===== src/fpa_pkg.sv =====
`timescale 1ns / 1ps
package fpa_pkg;

	localparam int FracBitsDefault = 8;
	localparam int DataWidth = 32;
	// Dividend magnitude is |a| << FRAC_BITS, at most 32 + FRAC_BITS bits.
	localparam int NumWidth = 64;
	localparam int MagWidth = 33;

	typedef enum logic [2:0] {
		OP_ADD = 3'd0,
		OP_SUB = 3'd1,
		OP_MUL = 3'd2,
		OP_DIV = 3'd3,
		OP_MIN = 3'd4,
		OP_MAX = 3'd5,
		OP_INC = 3'd6,
		OP_DEC = 3'd7
	} op_t;

	typedef struct packed {
		logic [2:0]         op;
		logic signed [31:0] operand_a;
		logic signed [31:0] operand_b;
	} in_beat_t;

	typedef struct packed {
		logic signed [31:0] result_raw;
		logic               a_greater;
		logic               a_less;
		logic               a_equal;
		logic               overflow;
		logic               divide_by_zero;
	} out_beat_t;

	// Everything a cell hands to its right-hand neighbor.
	typedef struct packed {
		logic                 vld;
		logic [2:0]           op;
		logic signed [31:0]   a;
		logic signed [31:0]   b;
		logic [NumWidth-1:0]  rem;   // partial remainder
		logic [NumWidth-1:0]  quo;   // numerator bits shifting out, quotient in
		logic [MagWidth-1:0]  den;   // divisor magnitude
		logic [NumWidth-1:0]  prod;  // product magnitude, from the multiplier
	} cell_data_t;

	function automatic logic signed [31:0] sat64(input logic signed [65:0] v,
			output logic ovf);
		logic signed [65:0] mx;
		logic signed [65:0] mn;
		begin
			mx = 66'sd2147483647;
			mn = -66'sd2147483648;
			ovf = 1'b0;
			if (v > mx) begin
				ovf = 1'b1;
				sat64 = 32'sh7fffffff;
			end else if (v < mn) begin
				ovf = 1'b1;
				sat64 = 32'sh80000000;
			end else begin
				sat64 = v[31:0];
			end
		end
	endfunction

endpackage


===== src/fpa_div_cell.sv =====
`timescale 1ns / 1ps
module fpa_div_cell
	import fpa_pkg::*;
(
	input  logic       clk,
	input  logic       arst_n,
	input  logic       adv,
	input  cell_data_t din,
	output cell_data_t dout
);

	// One restoring-division step: shift the next numerator bit into the
	// partial remainder, trial subtract, keep the quotient bit.
	cell_data_t nxt;
	logic [NumWidth:0] shifted;
	logic [NumWidth:0] diff;
	logic              qbit;

	always_comb begin
		shifted = {din.rem, din.quo[NumWidth-1]};
		diff = shifted - {{(NumWidth+1-MagWidth){1'b0}}, din.den};
		qbit = ~diff[NumWidth];
		nxt = din;
		nxt.rem = qbit ? diff[NumWidth-1:0] : shifted[NumWidth-1:0];
		nxt.quo = {din.quo[NumWidth-2:0], qbit};
	end

	always_ff @(posedge clk or negedge arst_n) begin
		if (!arst_n) begin
			dout <= '0;
		end else if (adv) begin
			dout <= nxt;
		end
	end

endmodule


===== config.mk =====
export PLATFORM = sky130hd
export DESIGN_NAME = fpa_div_cell
export DESIGN_NICKNAME = d
export VERILOG_FILES = /design/src/fpa_pkg.sv /design/src/fpa_div_cell.sv
export SDC_FILE = /design/constraint.sdc
export NUM_CORES = 1
export LEC_CHECK = 0
export BUFFER_PORTS_ARGS = -buffer_cell sky130_fd_sc_hd__buf_2
export CORE_AREA = 2 2 227 229
export CTS_BUF_LIST = sky130_fd_sc_hd__clkbuf_4
export DETAILED_ROUTE_END_ITERATION = 8
export DIE_AREA = 0 0 229 231
export GPL_ROUTABILITY_DRIVEN = 0
export SLEW_MARGIN = 40
export SYNTH_ARGS = -nofsm -noshare
export SYNTH_HDL_FRONTEND = slang
export SYNTH_SLANG_ARGS = --single-unit

===== constraint.sdc =====
create_clock -name clk -period 0.9 [get_ports clk]
set_input_delay 0.18 -clock clk [delete_from_list [all_inputs] [get_ports clk]]
set_output_delay 0.18 -clock clk [all_outputs]
set_load 0.05 [all_outputs]

==> impl_results.md, run 1 <==
* Status: finished, violations left
* Failing checks: hold timing, setup timing
* Chip Width at 229 um
* TritonCTS clock tree: yes
* Synth async-reset ratio at 100%
* R2R setup slack at -0.17 ns
* Post-synth top flop: dfrtp_1
* Most frequent cell after synthesis: dfrtp_1
* Non-Filler Instances at 3286
* WL final at 71300 um
* Grt met2 use at 42.4%
* Area of the mapped netlist at 14000 um2
* Worst Skew at 0 ns
* Final worst slack at -1.42 ns
* Antenna violations before repair at 13
* First-pass GRT wire length at 99800 um
* Count of cell types in the netlist at 63
* P_sw at 18.4 mW
* LEAKAGE at 14.0 nW
* RSZ-0062 raised after global routing: yes
* Sw frac at 37.6%
* Crit Path Max Fanout at 7
* Fraction of final layout cells sized beyond drive strength 1 at 57.7%
* Slew @ Worst Pin at 0.680 ns
* Clk buf depth at 3
* Clock Latency Late Sink at 0.81 ns
* Reg power frac at 32.7%
* Worst Path Class, Setup: primary input to flip-flop
* Starting density of the core at 27.6%
* DP Area at 20700 um2
* Die Area at 52900 um2
* Clock tree sinks at 293
* GR peak layer: met2
* Post-layout minimum cycle time at 2.32 ns
* WHS at -0.378 ns
* Internal power at 30.5 mW
* Largest cells by area after synthesis: dfrtp_1 52%, mux2_2 19%, a21oi_1 3.9%, nor2_1 3.0%, ha_1 2.9%
* DR pass1 iterations at 6
* GR Layer Usage met1 at 26.6%
* Power density of the placed cells at 1690 nW/um2
* Num CTS Buffers at 84
* Area share of the largest cell type after synthesis at 52.4%
* Most flops, register: dout
* WHS Path Cells at 2
* Syn_area_per_cell at 11.7 um2
* Layout Utilization at 57.0%
* I/O pins at 589
* DP Cell Count at 2652
* Design area at 28900 um2
* GRT overflow at 0
* Core area at 50700 um2
* Sequential area share after synthesis at 52.4%
* Initial DRC Count at 917
* Worst Setup Start Kind: primary input
* Largest register FFs at 293
* Yosys top cell by area: dfrtp_1
* Tcrit/Tclk final at 258%
* Clk slew on worst S/H paths at 0.06 ns
* Biggest regs: dout (293)
* Top post-synthesis cells by count: 293 x dfrtp_1, 232 x mux2_2, 111 x nor2_1
* FF+latch count, synth at 293
* Root cell of the clock tree: clkbuf_4
* YS warnings at 0
* CP Capture Type: flip-flop
* H-tree levels at 3
* Vias at 15600
* Worst hold path class: primary input to flip-flop
* Residual DRC at 0
* Port Buffers at 588
* Max frequency at 430 MHz
* Post-Synthesis Cells at 1200
* Number of global-route vias before repair at 16800
* Slew Viols, Final at 0
* Max-cap violations at 0
* Rel. slew slack at 54.5%
* Hold Violations, Final at 20
* Clock network power share at 28.3%
* Worst endpoint data arrival time at 3.02 ns
* Vias/cell at 4.76
* Die height at 231 um
* Reg2reg path depth at 3
* Largest net degree at the start of global routing at 43
* Antenna Nets Post-Route at 0
* Placed wire-length estimate at 41300 um
* CP required at 1.60 ns
* Gr usage total at 24.5%
* Number of cell rows at 83
* Met3 Usage GRT at 6.05%
* Post-synth EDFFs at 0
* VDD IR-drop max at 1.08 mV
* Final setup viols at 469
* Syn nets at 1530
* Routed wire per std cell at 21.7 um
* Synth-to-Final Area Change at 106%
* Final Net Count at 2867
* Combinational group share of total power at 39.0%
==> logic make-up (layout without fill, tap and decap cells) <==
group,Yosys count,in the layout,share of synthesized area [%]
AND/OR/NAND/NOR,256,256,9.21
XOR/XNOR,51,51,3.19
adder cells (fa/ha/maj),34,34,3.09
flip-flops,293,293,52.4
AO/OA/AOI/OAI,201,201,9.02
multiplexers,250,250,20.0
other,0,7,0
buffers and inverters,115,1514,3.16
==> worst paths after layout <==
| path | from | to |
|---|---|---|
| min in group asynchronous | arst_n | dout[130] |
| max in group asynchronous | arst_n | dout[93] |
| hold / removal | din[64] | dout[64] |
| hold reg to reg | dout[96] | dout[96] |
| setup reg to reg | dout[108] | dout[108] |
| setup / recovery | din[160] | dout[195] |
==> cell type report <==
class,instances,area (um2)
fill,3817,21800
timing repair buffer,1318,11900
multi-input combinational,792,7430
sequential,293,7350
clock buffer,128,961
tap,680,851
inverter,48,193
clock inverter,20,150
antenna,7,17.5
==> layer usage <==
layer | up-vias | share of wire [%]
met5 | - | 0.041
met4 | 4 | 6.8
met3 | 246 | 6.6
met2 | 791 | 50
met1 | 7650 | 37
li1 | 6945 | -
==> cell usage in the layout (no fill, tap or decap), drive strengths merged, types with 13 or more instances in the layout <==
cell         instances
a21o                18
a21oi              109
buf               1010
clkbuf             129
clkinv              14
dfrtp              293
dlygate4sd3        306
ha                  33
inv                 50
mux2               233
mux2i               17
nand2               46
nor2               111
nor3                21
nor4                13
o21ai               22
xnor2               35
xor2                16
==> power by group through the flow <==
stage	Combinational (mW)	Sequential (mW)	Clock, mW
6_report	19.1	16.0	13.8
5_1_grt	19.8	16.0	14.9
3_3_place_gp	13.8	15.6	0
3_5_place_dp	13.9	15.6	0
2_1_floorplan	3.96	20.5	0
4_1_cts	17.6	15.7	13.7
==> metrics by stage <==
step	hold slack, ns	power (mW)	setup TNS (ns)	worst slack [ns]
final	-0.378	48.9	-277.89	-1.42
after global routing	-0.484	50.7	-306.51	-1.40
after CTS	-0.496	47.0	-355.82	-1.29
after detailed placement	0.110	29.6	-237.99	-2.64
after global placement	0.111	29.4	-233.87	-2.60
after floorplan	-0.116	24.5	-153.49	-1.94
==> worst max-delay path, stage by stage <==
cell and delay [ns]:
buf_12 0.10, inv_12 0.03, ha_4 0.15, fa_2 0.34, nand2b_4 0.15, a21o_1 0.20, a211o_4 0.37, a21oi_4 0.13
and3_4 0.26, buf_4 0.14, o21ai_4 0.13, or4_1 0.53, xor2_1 0.16, a21oi_1 0.14
==> what timing repair did <==
action	4_1_cts	5_1_grt
hold buffers	294	15
hold endpoints to repair	585	38
gates cloned	4	1
endpoints found under the setup margin	358	442
pin swaps	65	65
buffers inserted	100	100
gates resized for setup	611	152
Note: power is estimated with default switching activity, not from simulation.
==> run 2: changes to the inputs <==
==> constraint.sdc (replaced) <==
create_clock -name clk -period 0.9 [get_ports clk]
set_input_delay 0.045 -clock clk [delete_from_list [all_inputs] [get_ports clk]]
set_output_delay 0.045 -clock clk [all_outputs]
set_load 0.05 [all_outputs]
==> impl_results.md, run 2 (same netlist as run 1, synthesis figures left out) <==
* Worst endpoint data arrival time at 2.84 ns
* Worst hold path class: primary input to flip-flop
* Number of cell rows at 83
* Initial DRC Count at 755
* Final Net Count at 2947
* LEAKAGE at 13.6 nW
* Largest net degree at the start of global routing at 42
* DR pass1 iterations at 6
* Most flops, register: dout
* Routed wire per std cell at 20.8 um
* Gr usage total at 25.5%
* Clock network power share at 28.3%
* DP Cell Count at 2661
* Tcrit/Tclk final at 241%
* Antenna violations before repair at 3
* Final worst slack at -1.27 ns
* Max frequency at 460 MHz
* Num CTS Buffers at 83
* R2R setup slack at -0.10 ns
* Port Buffers at 588
* Crit-path cells: buf_6 -> or3_4 -> or4_4 -> nor4_4 -> nand2_1 -> or3_4 -> buf_6 -> o2111ai_4 -> buf_12 -> nor3_4 -> xnor2_1 -> a21oi_1
* Post-layout minimum cycle time at 2.17 ns
* Met3 Usage GRT at 6.08%
* Starting density of the core at 27.6%
* Antenna Nets Post-Route at 0
* Worst Path Class, Setup: primary input to flip-flop
* Number of global-route vias before repair at 17500
* Worst Skew at 0 ns
* I/O pins at 589
* GR peak layer: met2
* CP max-delay cell: or4_4
* WHS at -0.521 ns
* Crit Path Max Fanout at 6
* Internal power at 30.2 mW
* H-tree levels at 3
* GR Layer Usage met1 at 27.7%
* Failing checks: hold timing, setup timing
* Layout Utilization at 58.5%
* Most common cell after layout, fill and taps aside: dlygate4sd3_1
* CP required at 1.56 ns
* Die Area at 52900 um2
* TritonCTS clock tree: yes
* Non-Filler Instances at 3360
* Synth-to-Final Area Change at 112%
* Vias at 15900
* Biggest regs: dout (293)
* Clk slew on worst S/H paths at 0.06 ns
* Final setup viols at 532
* Core area at 50700 um2
* Worst Setup Start Kind: primary input
* Clock tree sinks at 293
* Grt met2 use at 45.2%
* Combinational group share of total power at 38.3%
* Placed wire-length estimate at 39300 um
* WL final at 69800 um
* RSZ-0062 raised after global routing: yes
* Fraction of final layout cells sized beyond drive strength 1 at 60.8%
* Reg power frac at 33.4%
* Clock Latency Late Sink at 0.80 ns
* Max-cap violations at 0
* Chip Width at 229 um
* CP Capture Type: flip-flop
* Commonest cells after routing, fill and taps aside: 489 x dlygate4sd3_1, 298 x buf_6, 289 x buf_2
* GRT overflow at 0
* Slew @ Worst Pin at 0.545 ns
* Rel. slew slack at 63.3%
* Clk buf depth at 3
* Status: finished, violations left
* Hold Violations, Final at 20
* Power density of the placed cells at 1620 nW/um2
* Sw frac at 37.2%
* P_sw at 17.9 mW
* Largest register FFs at 293
* Vias/cell at 4.72
* Root cell of the clock tree: clkbuf_4
* First-pass GRT wire length at 105000 um
* Filler cells at 3728
* Residual DRC at 0
* VDD IR-drop max at 1.32 mV
* Die height at 231 um
* Slew Viols, Final at 0
* Delay of the slowest critical-path stage at 0.53 ns
-- run 2: cell count changes in the layout (fill, tap and decap cells not counted), moves of 36 or more --
cell           previous run  this run
mux2_4                  167       106
buf_6                   357       298
mux2_2                   66       127
buf_4                   312       276
dfrtp_2                  12       229
dfrtp_1                 281        64
dlygate4sd3_1           306       489
-- run 2: final timing paths --
check	to	startpoint	depth (start not counted)
max	dout[217]	din[215]	12
max reg2reg	dout[220]	dout[220]	3
min reg2reg	dout[81]	dout[81]	1
max in group asynchronous	dout[131]	arst_n	5
min in group asynchronous	dout[239]	arst_n	3
min	dout[64]	din[64]	2
-- run 2: what timing repair did --
action	CTS	global route
hold endpoints to repair	586	41
buffers inserted	50	9
endpoints found under the setup margin	358	446
cloned	6	2
pin swaps	63	63
hold buffers	471	18
resized for setup	693	64
-- run 2: worst max-delay path: cells and delay by family --
family                    cells  cell delay, ns
buffers and inverters         3            0.43
xor gates and xnor gates      1            0.18
AOI/OAI and AO/OA             2            0.40
and+or+nand+nor               6            1.77
-- run 2: stage by stage --
stage / hold WS, ns / TNS, ns / power (mW) / cell area (um2) / setup slack, ns
after floorplan: -0.251 / -114.87 / 24.5 / 15300 / -1.80
after global placement: -0.0625 / -178.76 / 29.0 / 20500 / -2.21
after detailed placement: -0.0640 / -181.29 / 29.1 / 20500 / -2.29
after CTS: -0.649 / -247.59 / 47.0 / 29100 / -1.10
after global routing: -0.584 / -256.83 / 50.1 / 29700 / -1.30
final: -0.521 / -237.27 / 48.2 / 29700 / -1.27
-- run 2: final cells by class --
| type | count | area [um2] | share of cell area (%) |
|---|---|---|---|
| Clock inverter | 16 | 135 | 0.455 |
| Sequential cell | 293 | 7620 | 25.7 |
| Timing Repair Buffer | 1399 | 12600 | 42.6 |
| Clock buffer | 129 | 968 | 3.26 |
| Multi-Input combinational cell | 792 | 7250 | 24.4 |
| Antenna cell | 3 | 7.51 | 0.0253 |
| Tap cell | 680 | 851 | 2.87 |
| Inverter | 48 | 193 | 0.649 |
-- run 2: power by group through the flow --
| stage | Combinational [mW] | Clock (mW) | Sequential, mW |
|---|---|---|---|
| after CTS | 17.7 | 13.4 | 15.9 |
| after global routing | 19.2 | 14.8 | 16.2 |
| after floorplan | 3.78 | 0 | 20.8 |
| final | 18.5 | 13.6 | 16.1 |
| after detailed placement | 13.4 | 0 | 15.7 |
| after global placement | 13.3 | 0 | 15.7 |
-- run 2: per-layer routing --
metal,vias to the layer above,routed length [um]
met1,7808,26100
li1,7114,-
met3,235,4330
met4,2,3970
met2,699,35400
met5,-,13
==> run 3: changes to the inputs <==
--- a/config.mk
+++ b/config.mk
@@ -13,3 +13,3 @@
 export GPL_ROUTABILITY_DRIVEN = 0
-export SLEW_MARGIN = 40
+export REMOVE_ABC_BUFFERS = 1
 export SYNTH_ARGS = -nofsm -noshare
==> constraint.sdc (replaced) <==
create_clock -name clk -period 0.9 [get_ports clk]
set_input_delay 0.135 -clock clk [delete_from_list [all_inputs] [get_ports clk]]
set_output_delay 0.135 -clock clk [all_outputs]
set_load 0.05 [all_outputs]
==> impl_results.md, run 3 (same netlist as run 1, synthesis figures left out) <==
* Clk buf depth at 3
* Worst endpoint data arrival time at 2.95 ns
* Placed wire-length estimate at 39400 um
* Final worst slack at -1.37 ns
* Final setup viols at 689
* Worst Path Class, Setup: primary input to flip-flop
* Gr usage total at 24.1%
* Power density of the placed cells at 1640 nW/um2
* RSZ-0062 raised after global routing: yes
* Commonest cells after routing, fill and taps aside: 408 x dlygate4sd3_1, 335 x buf_6, 326 x buf_4
* I/O pins at 589
* First-pass GRT wire length at 99100 um
* VDD IR-drop max at 1.67 mV
* Final Power at 47.2 mW
* Failing checks: hold timing, setup timing
* Root cell of the clock tree: clkbuf_4
* Crit Path Max Fanout at 7
* Number of global-route vias before repair at 17400
* DP Cell Count at 2675
* Slew Viols, Final at 0
* WL final at 70100 um
* GRT overflow at 0
* Chip Width at 229 um
* Critical path launch point: din[221]
* Vias at 16000
* Clock Latency Late Sink at 0.78 ns
* Num CTS Buffers at 81
* Antenna violations before repair at 13
* Hold Violations, Final at 74
* WHS Path Cells at 2
* Most common cell after layout, fill and taps aside: dlygate4sd3_1
* Slew @ Worst Pin at 0.923 ns
* Fraction of final layout cells sized beyond drive strength 1 at 54.7%
* LEAKAGE at 13.5 nW
* Biggest regs: dout (293)
* Most flops, register: dout
* Initial DRC Count at 650
* H-tree levels at 3
* Final Net Count at 2945
* Post-layout minimum cycle time at 2.27 ns
* Non-Filler Instances at 3370
* Tcrit/Tclk final at 252%
* Largest net degree at the start of global routing at 46
* Synth-to-Final Area Change at 106%
* CP required at 1.58 ns
* Clk slew on worst S/H paths at 0.06 ns
* Routed wire per std cell at 20.8 um
* Worst Setup Start Kind: primary input
* CP Capture Type: flip-flop
* Worst Skew at 0 ns
* Number of cell rows at 83
* TritonCTS clock tree: yes
* Die Area at 52900 um2
* Die height at 231 um
* Largest register FFs at 293
* Reg-to-Reg Start: dout[220]
* Residual DRC at 0
* Vias/cell at 4.76
* Status: finished, violations left
* Core area at 50700 um2
* Hold path start: din[64]
* Starting density of the core at 27.6%
* Max-cap violations at 0
* Rel. slew slack at 38.3%
* Setup TNS at -362.20 ns
* Max frequency at 440 MHz
* DP Worst Slack at -2.41 ns
* Clock tree sinks at 293
* WHS at -0.400 ns
* Reg2reg path depth at 4
* Worst hold path class: primary input to flip-flop
* Port Buffers at 588
* Antenna Nets Post-Route at 0
* DR pass1 iterations at 5
## run 3: cell types whose count changed in the layout (fill, tap and decap cells not counted), sizes merged, moves of 9 or more
cell         before  now
dlygate4sd3     489  408
buf             908  988
clkinv           12   24
clkbuf          130  119
diode             3   12
## run 3: path summary, 6_finish.rpt
| check | to | slack (ns) |
|---|---|---|
| worst min register to register | dout[60] | 0.53 |
| max in group asynchronous | dout[111] | -0.57 |
| worst max-delay path | dout[221] | -1.37 |
| min in group asynchronous | dout[136] | 0.01 |
| worst min-delay path | dout[64] | -0.40 |
| worst max register to register | dout[220] | -0.17 |
## run 3: timing repair
action                     CTS  global route
hold buffers               381            36
setup buffers               65            66
gates resized for setup    677           110
gates cloned                 4             1
pin swaps                   75            55
setup endpoints to repair  358           526
hold endpoints to repair   585           244
## run 3: metal layers
metal / GRT usage (%) / routed length [um] / vias to the layer above
met4: 14.8 / 4690 / 2
met3: 6.32 / 4720 / 276
met2: 43.0 / 35900 / 805
li1: - / - / 7128
met5: 0 / 10 / -
met1: 25.4 / 24800 / 7828
## run 3: power by group
part / internal [mW] / switching [mW]
Sequential: 14.6 / 1.31
Clock: 6.05 / 6.71
Combinational: 8.40 / 10.1
Total: 29.0 / 18.1
## run 3: final cells by class
class,instances,area (um2)
Clock buffer,117,878
Multi-Input combinational cell,792,6890
Clock inverter,29,140
Timing Repair Buffer,1399,12500
Tap cell,680,851
Fill cell,3886,21800
Antenna cell,12,30.0
Sequential cell,293,7330
Inverter,48,183
## run 3: through the flow
| step | instance area (um2) | utilization, % |
|---|---|---|
| global route | 28800 | 56.9 |
| floorplan | 13700 | - |
| CTS | 27600 | 54.4 |
| finish | 28800 | 56.9 |
| detailed placement | 19900 | 39.2 |
| global placement | 19900 | 39.2 |
## run 3: worst max-delay path, stage by stage
cell       delay, ns
buf_6           0.09
or3_1           0.37
or4_4           0.54
nor4_4          0.33
nand2_1         0.09
or3_4           0.39
buf_6           0.14
o2111ai_4       0.28
clkbuf_16       0.23
nor3_2          0.05
xnor2_1         0.19
a21oi_1         0.11
